**config.mk**
```make
export PLATFORM = sky130hd
export DESIGN_NAME = c_subset_byte_tokenizer
export DESIGN_NICKNAME = d
export VERILOG_FILES = /design/src/sv/cstok_pkg.sv /design/src/sv/c_subset_byte_tokenizer.sv
export SDC_FILE = /design/constraint.sdc
export NUM_CORES = 1
export LEC_CHECK = 0
export BUFFER_PORTS_ARGS = -buffer_cell sky130_fd_sc_hd__buf_2
export CORE_MARGIN = 2
export CORE_UTILIZATION = 42
export CTS_CLUSTER_DIAMETER = 150
export CTS_CLUSTER_SIZE = 28
export DETAILED_ROUTE_END_ITERATION = 8
export PLACE_DENSITY = 0.63
export SETUP_SLACK_MARGIN = 0.05
export SLEW_MARGIN = 20
export SYNTH_ARGS = -nofsm -noshare
export SYNTH_HDL_FRONTEND = slang
export SYNTH_SLANG_ARGS = --single-unit
```
**constraint.sdc**
```tcl
create_clock -name clk -period 30.6 [get_ports clk]
set_clock_uncertainty 0.05 [all_clocks]
set_input_delay 1.53 -clock clk [delete_from_list [all_inputs] [get_ports clk]]
set_output_delay 1.53 -clock clk [all_outputs]
set_load 0.02 [all_outputs]
```
**src/sv/cstok_pkg.sv**
```systemverilog
// types, constants and scanning helpers for the c subset byte tokenizer
// no dependencies; imported by c_subset_byte_tokenizer
package cstok_pkg;

  localparam int OFFSET_BITS  = 24;
  localparam int COUNTER_BITS = 16;

  typedef struct packed {
    logic [7:0] char_byte;
    logic       is_end;
  } byte_word_t;

  typedef struct packed {
    logic [5:0]              token_kind;
    logic [1:0]              error_kind;
    logic [OFFSET_BITS-1:0]  start_offset;
    logic [COUNTER_BITS-1:0] token_length;
    logic [COUNTER_BITS-1:0] line_number;
    logic [COUNTER_BITS-1:0] column_number;
    logic                    last_of_run;
  } token_word_t;

  typedef enum logic [3:0] {
    MODE_IDLE       = 4'd0,
    MODE_IDENT      = 4'd1,
    MODE_NUMBER     = 4'd2,
    MODE_OP         = 4'd3,
    MODE_LINE_CMT   = 4'd4,
    MODE_BLOCK      = 4'd5,
    MODE_BLOCK_STAR = 4'd6,
    MODE_STRING     = 4'd7,
    MODE_CHAR_OPEN  = 4'd8,
    MODE_CHAR_BODY  = 4'd9
  } scan_mode_t;

  typedef struct packed {
    scan_mode_t              mode;
    logic [7:0]              pending_operator;
    logic [47:0]             keyword_prefix;
    logic [OFFSET_BITS-1:0]  token_start;
    logic [COUNTER_BITS-1:0] token_size;
    logic [COUNTER_BITS-1:0] token_line;
    logic [COUNTER_BITS-1:0] token_column;
    logic [OFFSET_BITS-1:0]  byte_offset;
    logic [COUNTER_BITS-1:0] current_line;
    logic [COUNTER_BITS-1:0] current_column;
  } scan_state_t;

  localparam scan_state_t SCAN_RESET = '{
    mode:             MODE_IDLE,
    pending_operator: 8'd0,
    keyword_prefix:   48'd0,
    token_start:      '0,
    token_size:       '0,
    token_line:       COUNTER_BITS'(1),
    token_column:     COUNTER_BITS'(1),
    byte_offset:      '0,
    current_line:     COUNTER_BITS'(1),
    current_column:   COUNTER_BITS'(1)
  };

  // token kinds
  localparam logic [5:0] TK_IDENT         = 6'd0;
  localparam logic [5:0] TK_NUMBER        = 6'd1;
  localparam logic [5:0] TK_STRING        = 6'd2;
  localparam logic [5:0] TK_CHAR          = 6'd3;
  localparam logic [5:0] TK_INT           = 6'd4;
  localparam logic [5:0] TK_CHAR_KW       = 6'd5;
  localparam logic [5:0] TK_VOID          = 6'd6;
  localparam logic [5:0] TK_IF            = 6'd7;
  localparam logic [5:0] TK_ELSE          = 6'd8;
  localparam logic [5:0] TK_WHILE         = 6'd9;
  localparam logic [5:0] TK_FOR           = 6'd10;
  localparam logic [5:0] TK_RETURN        = 6'd11;
  localparam logic [5:0] TK_CONST         = 6'd12;
  localparam logic [5:0] TK_PLUS          = 6'd13;
  localparam logic [5:0] TK_MINUS         = 6'd14;
  localparam logic [5:0] TK_MULTIPLY      = 6'd15;
  localparam logic [5:0] TK_DIVIDE        = 6'd16;
  localparam logic [5:0] TK_MODULO        = 6'd17;
  localparam logic [5:0] TK_ASSIGN        = 6'd18;
  localparam logic [5:0] TK_EQUAL         = 6'd19;
  localparam logic [5:0] TK_NOT_EQUAL     = 6'd20;
  localparam logic [5:0] TK_LESS          = 6'd21;
  localparam logic [5:0] TK_LESS_EQUAL    = 6'd22;
  localparam logic [5:0] TK_GREATER       = 6'd23;
  localparam logic [5:0] TK_GREATER_EQUAL = 6'd24;
  localparam logic [5:0] TK_LOGICAL_AND   = 6'd25;
  localparam logic [5:0] TK_LOGICAL_OR    = 6'd26;
  localparam logic [5:0] TK_LOGICAL_NOT   = 6'd27;
  localparam logic [5:0] TK_INCREMENT     = 6'd28;
  localparam logic [5:0] TK_DECREMENT     = 6'd29;
  localparam logic [5:0] TK_SEMICOLON     = 6'd30;
  localparam logic [5:0] TK_COMMA         = 6'd31;
  localparam logic [5:0] TK_LEFT_PAREN    = 6'd32;
  localparam logic [5:0] TK_RIGHT_PAREN   = 6'd33;
  localparam logic [5:0] TK_LEFT_BRACE    = 6'd34;
  localparam logic [5:0] TK_RIGHT_BRACE   = 6'd35;
  localparam logic [5:0] TK_LEFT_BRACKET  = 6'd36;
  localparam logic [5:0] TK_RIGHT_BRACKET = 6'd37;
  localparam logic [5:0] TK_EOF           = 6'd39;
  localparam logic [5:0] TK_ERROR         = 6'd40;

  // error kinds
  localparam logic [1:0] ERR_NONE        = 2'd0;
  localparam logic [1:0] ERR_UNEXPECTED  = 2'd1;
  localparam logic [1:0] ERR_OPEN_STRING = 2'd2;
  localparam logic [1:0] ERR_OPEN_CHAR   = 2'd3;

  // keyword spellings, first byte in the low octet
  localparam logic [47:0] KW_INT    = {24'd0, "tni"};
  localparam logic [47:0] KW_CHAR   = {16'd0, "rahc"};
  localparam logic [47:0] KW_VOID   = {16'd0, "diov"};
  localparam logic [47:0] KW_IF     = {32'd0, "fi"};
  localparam logic [47:0] KW_ELSE   = {16'd0, "esle"};
  localparam logic [47:0] KW_WHILE  = {8'd0, "elihw"};
  localparam logic [47:0] KW_FOR    = {24'd0, "rof"};
  localparam logic [47:0] KW_RETURN = "nruter";
  localparam logic [47:0] KW_CONST  = {8'd0, "tsnoc"};

  function automatic logic is_alpha(input logic [7:0] c);
    return c inside {["a":"z"], ["A":"Z"]};
  endfunction

  function automatic logic is_digit(input logic [7:0] c);
    return c inside {["0":"9"]};
  endfunction

  function automatic logic [COUNTER_BITS-1:0] sat_count(input logic [COUNTER_BITS-1:0] v);
    return (v == '1) ? v : v + COUNTER_BITS'(1);
  endfunction

  function automatic logic [OFFSET_BITS-1:0] sat_offset(input logic [OFFSET_BITS-1:0] v);
    return (v == '1) ? v : v + OFFSET_BITS'(1);
  endfunction

  function automatic scan_state_t consume(input scan_state_t s, input logic [7:0] c);
    scan_state_t r;
    r = s;
    r.token_size  = sat_count(s.token_size);
    r.byte_offset = sat_offset(s.byte_offset);
    if (c == 8'h0a) begin
      r.current_line   = sat_count(s.current_line);
      r.current_column = COUNTER_BITS'(1);
    end else begin
      r.current_column = sat_count(s.current_column);
    end
    return r;
  endfunction

  function automatic scan_state_t begin_token(input scan_state_t s);
    scan_state_t r;
    r = s;
    r.token_start  = s.byte_offset;
    r.token_line   = s.current_line;
    r.token_column = s.current_column;
    r.token_size   = '0;
    return r;
  endfunction

  function automatic logic [5:0] ident_kind(input logic [COUNTER_BITS-1:0] size,
                                            input logic [47:0] prefix);
    logic [5:0] k;
    k = TK_IDENT;
    case (size)
      COUNTER_BITS'(2): if (prefix == KW_IF) k = TK_IF;
      COUNTER_BITS'(3): begin
        if (prefix == KW_INT) k = TK_INT;
        else if (prefix == KW_FOR) k = TK_FOR;
      end
      COUNTER_BITS'(4): begin
        if (prefix == KW_CHAR) k = TK_CHAR_KW;
        else if (prefix == KW_VOID) k = TK_VOID;
        else if (prefix == KW_ELSE) k = TK_ELSE;
      end
      COUNTER_BITS'(5): begin
        if (prefix == KW_WHILE) k = TK_WHILE;
        else if (prefix == KW_CONST) k = TK_CONST;
      end
      COUNTER_BITS'(6): if (prefix == KW_RETURN) k = TK_RETURN;
      default: k = TK_IDENT;
    endcase
    return k;
  endfunction

  // pending operator with no partner; lone & and | are errors
  function automatic logic [5:0] single_op_kind(input logic [7:0] p);
    logic [5:0] k;
    case (p)
      "+":     k = TK_PLUS;
      "-":     k = TK_MINUS;
      "/":     k = TK_DIVIDE;
      "!":     k = TK_LOGICAL_NOT;
      "=":     k = TK_ASSIGN;
      "<":     k = TK_LESS;
      ">":     k = TK_GREATER;
      default: k = TK_ERROR;
    endcase
    return k;
  endfunction

  // two-character operator, or identifier code when the pair does not combine
  function automatic logic [5:0] pair_op_kind(input logic [7:0] p, input logic [7:0] c);
    logic [5:0] k;
    k = TK_IDENT;
    if (p == "+" && c == "+") k = TK_INCREMENT;
    else if (p == "-" && c == "-") k = TK_DECREMENT;
    else if (p == "&" && c == "&") k = TK_LOGICAL_AND;
    else if (p == "|" && c == "|") k = TK_LOGICAL_OR;
    else if (c == "=") begin
      case (p)
        "!":     k = TK_NOT_EQUAL;
        "=":     k = TK_EQUAL;
        "<":     k = TK_LESS_EQUAL;
        ">":     k = TK_GREATER_EQUAL;
        default: k = TK_IDENT;
      endcase
    end
    return k;
  endfunction

  function automatic token_word_t make_word(input scan_state_t s, input logic [5:0] kind,
                                            input logic [1:0] err);
    token_word_t w;
    w.token_kind    = kind;
    w.error_kind    = err;
    w.start_offset  = s.token_start;
    w.token_length  = s.token_size;
    w.line_number   = s.token_line;
    w.column_number = s.token_column;
    w.last_of_run   = 1'b0;
    return w;
  endfunction

endpackage

```
**src/sv/c_subset_byte_tokenizer.sv**
```systemverilog
// c subset byte tokenizer: scanner state, per-byte token logic and output queue
// depends on cstok_pkg
//
// Takes one source byte per word and returns tokens with their start offset,
// length, line and column. A byte is taken in every cycle while the output
// queue holds two words or fewer; all scanning for that byte is done in the
// cycle it is taken, and its tokens (none, one or two) land in a four-word
// queue that drives the token side from the next cycle on. One token leaves
// per cycle while token_stall is low, so the two tokens of one byte leave in turn.
// An end word (is_end set, or a zero byte) flushes the pending token, adds an
// eof token and returns the scanner to its reset state.
module c_subset_byte_tokenizer (
  input  logic                     clk,
  input  logic                     rst,
  input  logic                     byte_valid,
  output logic                     byte_stall,
  input  cstok_pkg::byte_word_t    byte_word,
  output logic                     token_valid,
  input  logic                     token_stall,
  output cstok_pkg::token_word_t   token_word
);
  import cstok_pkg::*;

  scan_state_t state;
  scan_state_t state_next;

  token_word_t res [2];
  logic [1:0]  res_count;
  logic [7:0]  c;
  logic        idle_pass;
  logic [5:0]  kind;
  token_word_t eof_word;

  token_word_t queue [4];
  logic [1:0]  head;
  logic [1:0]  tail;
  logic [2:0]  fill;
  logic        take;
  logic        give;

  assign take        = byte_valid && !byte_stall;
  assign give        = token_valid && !token_stall;
  assign byte_stall  = fill > 3'd2;
  assign token_valid = fill != 3'd0;
  assign token_word  = queue[head];
  assign c           = byte_word.char_byte;

  always_comb begin
    state_next = state;
    res[0]     = '0;
    res[1]     = '0;
    res_count  = 2'd0;
    idle_pass  = 1'b0;
    kind       = TK_IDENT;
    eof_word   = '0;

    if (byte_word.is_end || c == 8'd0) begin
      case (state_next.mode)
        MODE_IDENT: begin
          res[0] = make_word(state_next,
                             ident_kind(state_next.token_size, state_next.keyword_prefix),
                             ERR_NONE);
          res_count = 2'd1;
        end
        MODE_NUMBER: begin
          res[0]    = make_word(state_next, TK_NUMBER, ERR_NONE);
          res_count = 2'd1;
        end
        MODE_OP: begin
          kind      = single_op_kind(state_next.pending_operator);
          res[0]    = make_word(state_next, kind,
                                (kind == TK_ERROR) ? ERR_UNEXPECTED : ERR_NONE);
          res_count = 2'd1;
        end
        MODE_STRING: begin
          res[0]    = make_word(state_next, TK_ERROR, ERR_OPEN_STRING);
          res_count = 2'd1;
        end
        MODE_CHAR_OPEN, MODE_CHAR_BODY: begin
          res[0]    = make_word(state_next, TK_ERROR, ERR_OPEN_CHAR);
          res_count = 2'd1;
        end
        default: res_count = 2'd0;
      endcase
      eof_word.token_kind    = TK_EOF;
      eof_word.error_kind    = ERR_NONE;
      eof_word.start_offset  = state_next.byte_offset;
      eof_word.token_length  = '0;
      eof_word.line_number   = state_next.current_line;
      eof_word.column_number = state_next.current_column;
      res[res_count[0]]      = eof_word;
      res_count              = res_count + 2'd1;
      state_next             = SCAN_RESET;
    end else begin
      case (state_next.mode)
        MODE_IDLE: idle_pass = 1'b1;
        MODE_IDENT: begin
          if (is_alpha(c) || is_digit(c) || c == "_") begin
            if (state_next.token_size < COUNTER_BITS'(6))
              state_next.keyword_prefix = state_next.keyword_prefix |
                  (48'(c) << {state_next.token_size[2:0], 3'b000});
            state_next = consume(state_next, c);
          end else begin
            res[0] = make_word(state_next,
                               ident_kind(state_next.token_size, state_next.keyword_prefix),
                               ERR_NONE);
            res_count       = 2'd1;
            state_next.mode = MODE_IDLE;
            idle_pass       = 1'b1;
          end
        end
        MODE_NUMBER: begin
          if (is_digit(c)) begin
            state_next = consume(state_next, c);
          end else begin
            res[0]          = make_word(state_next, TK_NUMBER, ERR_NONE);
            res_count       = 2'd1;
            state_next.mode = MODE_IDLE;
            idle_pass       = 1'b1;
          end
        end
        MODE_OP: begin
          kind = pair_op_kind(state_next.pending_operator, c);
          if (state_next.pending_operator == "/" && c == "/") begin
            state_next      = consume(state_next, c);
            state_next.mode = MODE_LINE_CMT;
          end else if (state_next.pending_operator == "/" && c == "*") begin
            state_next      = consume(state_next, c);
            state_next.mode = MODE_BLOCK;
          end else if (kind != TK_IDENT) begin
            state_next      = consume(state_next, c);
            res[0]          = make_word(state_next, kind, ERR_NONE);
            res_count       = 2'd1;
            state_next.mode = MODE_IDLE;
          end else begin
            kind            = single_op_kind(state_next.pending_operator);
            res[0]          = make_word(state_next, kind,
                                        (kind == TK_ERROR) ? ERR_UNEXPECTED : ERR_NONE);
            res_count       = 2'd1;
            state_next.mode = MODE_IDLE;
            idle_pass       = 1'b1;
          end
        end
        MODE_LINE_CMT: begin
          if (c == 8'h0a) state_next.mode = MODE_IDLE;
          state_next = consume(state_next, c);
        end
        MODE_BLOCK, MODE_BLOCK_STAR: begin
          if (c == "*") state_next.mode = MODE_BLOCK_STAR;
          else if (c == "/" && state_next.mode == MODE_BLOCK_STAR) state_next.mode = MODE_IDLE;
          else state_next.mode = MODE_BLOCK;
          state_next = consume(state_next, c);
        end
        MODE_STRING: begin
          state_next = consume(state_next, c);
          if (c == "\"") begin
            res[0]          = make_word(state_next, TK_STRING, ERR_NONE);
            res_count       = 2'd1;
            state_next.mode = MODE_IDLE;
          end
        end
        MODE_CHAR_OPEN: begin
          state_next      = consume(state_next, c);
          state_next.mode = MODE_CHAR_BODY;
        end
        MODE_CHAR_BODY: begin
          if (c == "'") begin
            state_next = consume(state_next, c);
            res[0]     = make_word(state_next, TK_CHAR, ERR_NONE);
          end else begin
            res[0]    = make_word(state_next, TK_ERROR, ERR_OPEN_CHAR);
            idle_pass = 1'b1;
          end
          res_count       = 2'd1;
          state_next.mode = MODE_IDLE;
        end
        default: begin
          state_next.mode = MODE_IDLE;
          idle_pass       = 1'b1;
        end
      endcase

      // fresh scan of the byte between tokens
      if (idle_pass) begin
        if (c == " " || c == 8'h0d || c == 8'h09 || c == 8'h0a) begin
          state_next = consume(state_next, c);
        end else begin
          state_next = begin_token(state_next);
          state_next = consume(state_next, c);
          if (is_alpha(c) || c == "_") begin
            state_next.mode           = MODE_IDENT;
            state_next.keyword_prefix = 48'(c);
          end else if (is_digit(c)) begin
            state_next.mode = MODE_NUMBER;
          end else if (c inside {"+", "-", "!", "=", "<", ">", "&", "|", "/"}) begin
            state_next.mode             = MODE_OP;
            state_next.pending_operator = c;
          end else if (c == "\"") begin
            state_next.mode = MODE_STRING;
          end else if (c == "'") begin
            state_next.mode = MODE_CHAR_OPEN;
          end else begin
            case (c)
              "(":     kind = TK_LEFT_PAREN;
              ")":     kind = TK_RIGHT_PAREN;
              "{":     kind = TK_LEFT_BRACE;
              "}":     kind = TK_RIGHT_BRACE;
              "[":     kind = TK_LEFT_BRACKET;
              "]":     kind = TK_RIGHT_BRACKET;
              ";":     kind = TK_SEMICOLON;
              ",":     kind = TK_COMMA;
              "*":     kind = TK_MULTIPLY;
              "%":     kind = TK_MODULO;
              default: kind = TK_ERROR;
            endcase
            res[res_count[0]] = make_word(state_next, kind,
                                          (kind == TK_ERROR) ? ERR_UNEXPECTED : ERR_NONE);
            res_count         = res_count + 2'd1;
            state_next.mode   = MODE_IDLE;
          end
        end
      end
    end

    // mark the final token of this byte
    if (res_count == 2'd1) res[0].last_of_run = 1'b1;
    if (res_count == 2'd2) res[1].last_of_run = 1'b1;
  end

  always_ff @(posedge clk) begin
    if (rst) begin
      state <= SCAN_RESET;
    end else if (take) begin
      state <= state_next;
    end
  end

  // output queue: up to two words in per taken byte, one word out per cycle while token_stall is low
  always_ff @(posedge clk) begin
    if (rst) begin
      head <= 2'd0;
      tail <= 2'd0;
      fill <= 3'd0;
    end else begin
      if (give) head <= head + 2'd1;
      if (take) tail <= tail + res_count;
      fill <= fill + (take ? {1'b0, res_count} : 3'd0) - (give ? 3'd1 : 3'd0);
    end
  end

  always_ff @(posedge clk) begin
    if (take && res_count != 2'd0) queue[tail] <= res[0];
    if (take && res_count == 2'd2) queue[tail + 2'd1] <= res[1];
  end

endmodule
```
# [Yosys cells after proc, flatten, opt, wreduce, memory -nomap -nowiden]
# Memories as Yosys holds them, arrays and structs flattened. A register that Yosys moved wholly into a read port is not among the register bits.
# Cells that the tools add are included.
[op_classes] n_addsub=15 magnitude_cmp=12 eq_ne=71 shifts=1 n_mux=138 n_bitwise=3 reduce_logical=36
[ops] operator="162-bit two-way mux" n=8
[ops] operator="184-bit case mux with 5 select lines" n=1
[ops] operator="81-bit case mux with 5 select lines" n=2
[ops] operator="81-bit two-way mux" n=9
[ops] operator="188-bit two-way mux" n=3
[ops] operator="187-bit two-way mux" n=2
[ops] operator="162-bit bitwise mux" n=2
[ops] operator="104-bit two-way mux" n=3
[ops] operator="8-bit by 6-bit == test with 1-bit output (second input constant)" n=25
[ops] operator="184-bit two-way mux" n=1
[ops] operator="176-bit two-way mux" n=1
[ops] operator="81-bit demux with 1-bit select" n=2
[ops] operator="16-bit two-way mux" n=10
[ops] operator="48-bit by 31-bit == test with 1-bit output (second input constant)" n=3
[ops] operator="6-bit two-way mux" n=19
[ops] operator="16-bit by 1-bit adder with 16-bit output (second input constant)" n=6
[ops] operator="16-bit == test (second input constant)" n=6
[ops] operator="48-bit by 23-bit == test with 1-bit output (second input constant)" n=2
[ops] operator="48-bit by 39-bit == test with 1-bit output (second input constant)" n=2
[ops] operator="48-bit two-way mux" n=2
[ops] operator="77-bit two-way mux" n=1
[ops] operator="76-bit two-way mux" n=1
[ops] operator="4-bit two-way mux" n=15
[ops] operator="6-bit case mux with 10 select lines" n=1
[ops] operator="53 further kinds" n=149
[totals] reg_bits=195 mem_bits_rw=324 in_bits=13 out_inout_bits=83 elab_cells=290 memories=1
[mem_list] name="queue" words=4 width=81 rd=1 rd_ports_with_merged_regs=1 write_ports=2 line_no="c_subset_byte_tokenizer.sv:34" rtl="token_word_t queue [4];"

# [Longest topological paths before layout]
[logic_depth] ltp_word=32 ltp_mapped=19 ltp_nobuf=16

# [Worst setup path before layout]
# OpenSTA, ideal clock, no wires.
[synth_timing] path_type="input -> register" startpoint="input byte_word[5] in the netlist's numbering" endpoint="memory queue[0][0] in the netlist's numbering (enable)" setup_time_ns=0.640 arrival_ns=10.014 required_ns=29.910 slack_ns=19.896 path_stages=13 n_path_buf=3 path_cell_list="nor4b_4 > nand3_1 > or4_4 > and4_1 > buf_6 > a21oi_1 > or3_1 > buf_2 > mux2i_1 > a21oi_1 > buf_2 > o21ai_0 > o31ai_1"
[synth_lines] element="from (decl)" line_no="c_subset_byte_tokenizer.sv:17" rtl="input cstok_pkg::byte_word_t byte_word,"
[synth_lines] element="to (decl)" line_no="c_subset_byte_tokenizer.sv:34"

==> flow_metrics.py <==
metrics = {
    "die": {
        "dieArea_um2": 74110,
        "coreArea_um2": 71360,
        "row_count": 98,
        "die_h_um": 272.2,
        "fp.dieW_um": 272.2,
        "start_util_pct": 42.34,
        "boundaryPins": 96,
    },
    "setup_path": {
        "slowest_delay_ns": 0.84,
        "rr_worst_depth": 13,
        "arrival_ns": 7.26,
        "start_kind": "input pin",
        "critical_path_class": "input pin to register",
        "worstPathRequired_ns": 30.78,
        "cp_slowest_cell": "a21oi_1",
        "path_cells": "buf_2, nor4b_4, nand3_1, or4_4, and4_2, buf_4, a21oi_4, buf_4, or3_1, mux2i_1, a21oi_1, o21ai_0, o31ai_4, buf_4",
        "endpoint_kind": "register",
        "crit_top_cell": "buf_4",
        "cp_max_fo": 51,
    },
    "synth": {
        "avgSynthCellArea_um2": 9.434,
        "synth_warnings": 0,
        "syn_area_um2": 30220,
        "synthesis.nets": 3233,
        "synth-seq-cells": 521,
        "synth-seq-area-share_pct": 45.25,
        "syn_inst": 3203,
        "async_flop_share_pct": 0,
        "synth_cell_types": 104,
        "synthFlopType": "edfxtp_1",
        "synth_edf_count": 324,
    },
    "clocking": {
        "cts_root_buffer": "clkbuf_16",
        "cts_hold_buf": 0,
        "clk_pin_slew_ns": 0.13,
        "cts_buffers": 22,
        "clkSinkCount": 521,
        "cts_setup_buffers": 0,
        "cts_buffer_depth": 3,
        "tritoncts": "done",
        "clkLatencyLatePin_ns": 0.62,
        "htreeDepth": 1,
        "postCtsResizedCells": 0,
    },
    "global_routing": {
        "antenna_found_initial": 0,
        "grt_pass1_vias": 24253,
        "grt_pass1_wl_um": 144800,
        "grt_usage_pct": 24.68,
        "grt.overflow.total": 0,
        "grt_max_degree": 92,
    },
    "place": {
        "port_buffers": 95,
        "routabilityCongestion": 0.9669,
        "post-dp-hpwl_um": 61510,
    },
    "sta": {
        "relSlewSlack_pct": 28.38,
        "hold_violations": 0,
        "fin_hold_ws_ns": 0.4254,
        "worst_slew_pin_slew_ns": 1.061,
        "rsz0062_at_grt": "no",
        "max_clock_freq_mhz": 141.2,
        "min_period_ns": 7.081,
        "min_period_over_period_pct": 23.14,
        "setup_viol": 0,
        "drv_slew": 0,
        "setup_tns_ns": 0,
    },
    "power_and_ir_drop": {
        "power_uw": 1626,
        "internal-power_uw": 1096,
        "p_per_area_nw_per_um2": 50.81,
        "p_comb_share_pct": 26.3,
        "pwr-share-clk_pct": 23.2,
        "power_leakage_uw": 0.01109,
        "irDropWorstVdd_mv": 0.07013,
        "pwr-share-seq_pct": 50.5,
        "swShare_pct": 32.57,
        "p_switching_uw": 529.4,
    },
    "finish": {
        "drive_gt1_share_pct": 10.79,
        "finalNetCount": 3129,
        "fill_cells": 6910,
        "syn2layout_area_growth_pct": 5.876,
        "antenna_cells": 0,
        "post-route-util_pct": 44.83,
    },
    "run": {
        "maxCapViolations": 0,
    },
    "drt": {
        "routedWlPerCell_um": 23.16,
        "vias_per_cell": 6.345,
        "drc": 0,
        "route.vias.total": 25794,
        "drtIter0Drc": 3488,
        "ant_nets": 0,
        "wirelength_um": 94150,
        "dr.pass1.iters": 8,
    },
    "hold_path": {
        "hold_depth": 1,
        "hold_path_class": "register to register",
    },
    "run_status": {
        "status": "completed",
    },
}
==> cell usage in the layout, fill, tap and decap left out, types with 18 or more instances in the layout <==
master / count
nor2_1: 535
and3_1: 40
edfxtp_1: 324
o211ai_1: 21
mux2i_1: 39
xor2_1: 39
nor4_1: 31
xnor2_1: 47
nand2b_1: 23
mux4_2: 81
nand3_1: 87
nand2_1: 230
or3_1: 29
a21oi_1: 326
buf_4: 50
and2_1: 18
a22o_1: 39
inv_1: 41
a211oi_1: 22
o21ai_0: 115
clkbuf_16: 23
dfxtp_1: 195
nand4_1: 57
a222oi_1: 49
nor3_1: 45
buf_2: 94
a22oi_1: 105
a31oi_1: 31
nor2b_1: 20
o22ai_1: 19
o31ai_1: 24
==> kinds of logic after synthesis <==
kind of cell / Yosys count / share of synthesized area [%]
multiplexers: 131 / 7.739
XOR/XNOR: 89 / 2.654
AND/OR/NAND/NOR: 1228 / 19.35
flip-flops: 521 / 45.25
buffers and inverters: 315 / 4.190
adder cells (fa/ha/maj): 17 / 0.7288
AO/OA/AOI/OAI: 902 / 20.08
==> synthesized netlist by cell type (40+ instances only) <==
master | instances | area (um2)
o21ai_0 | 116 | 580.6
edfxtp_1 | 324 | 9729
and3_1 | 40 | 250.2
nor3_1 | 50 | 250.2
a222oi_1 | 49 | 490.5
dfxtp_1 | 197 | 3944
nand3_1 | 87 | 435.4
nand2_1 | 231 | 867.1
inv_1 | 41 | 153.9
xnor2_1 | 47 | 411.6
nand4_1 | 57 | 356.6
clkbuf_1 | 210 | 788.3
a21oi_1 | 327 | 1637
a22oi_1 | 105 | 788.3
mux4_2 | 81 | 1824
nor2_1 | 539 | 2023
==> path summary, 6_finish.rpt <==
check        slack, ns            to         start
max reg2reg      24.25  queue[0][63]    state[179]
min               0.43    state[175]    state[175]
max              23.52  queue[0][63]  byte_word[5]
min reg2reg       0.43    state[175]    state[175]
==> per-layer routing <==
layer | share of wire (%) | wire length (um) | global-route usage [%] | up-vias
li1 | - | - | - | 11895
met1 | 42 | 39870 | 33.85 | 12689
met2 | 47 | 44460 | 40.59 | 1065
met3 | 7.7 | 7218 | 3.438 | 145
met4 | 2.8 | 2600 | 7.374 | 0
met5 | 0 | 0 | 0 | -
==> cell type report <==
cell class	instances	area [um2]	area share, %
Tap cell	950	1189	3.715
Inverter	43	161.4	0.5045
Multi-Input combinational cell	2367	15450	48.31
Timing Repair Buffer	144	845.8	2.644
Clock inverter	2	28.78	0.08995
Sequential cell	521	13680	42.76
Clock buffer	38	631.9	1.975
==> registers in the layout, summed over array words and instances, names as in the netlist, named ones only <==
name   count
queue    324
state    188
fill       3
head       2
tail       2
==> critical path: cells and delay by family <==
family	cells	cell delay (ns)
buf+inv	4	1.76
compound gates	4	1.93
mux	1	0.12
simple gates	5	1.85
==> power groups by stage <==
stage	sequential, uW	clock, uW	combinational, uW
floorplan	831	0	295
global placement	836	0	429
detailed placement	837	0	431
CTS	821	384	432
global route	826	403	454
finish	821	377	427
==> stage by stage <==
| stage | cells | worst slack (ns) | instance area [um2] |
|---|---|---|---|
| detailed placement | 4025 | 23.05 | 31320 |
| finish | 4065 | 23.52 | 31990 |
| global route | 4065 | 23.23 | 31990 |
| global placement | 4025 | 23.18 | 31310 |
| floorplan | 3203 | 19.90 | 30220 |
| CTS | 4065 | 23.67 | 31980 |
Power figures use the tool's default switching activity.
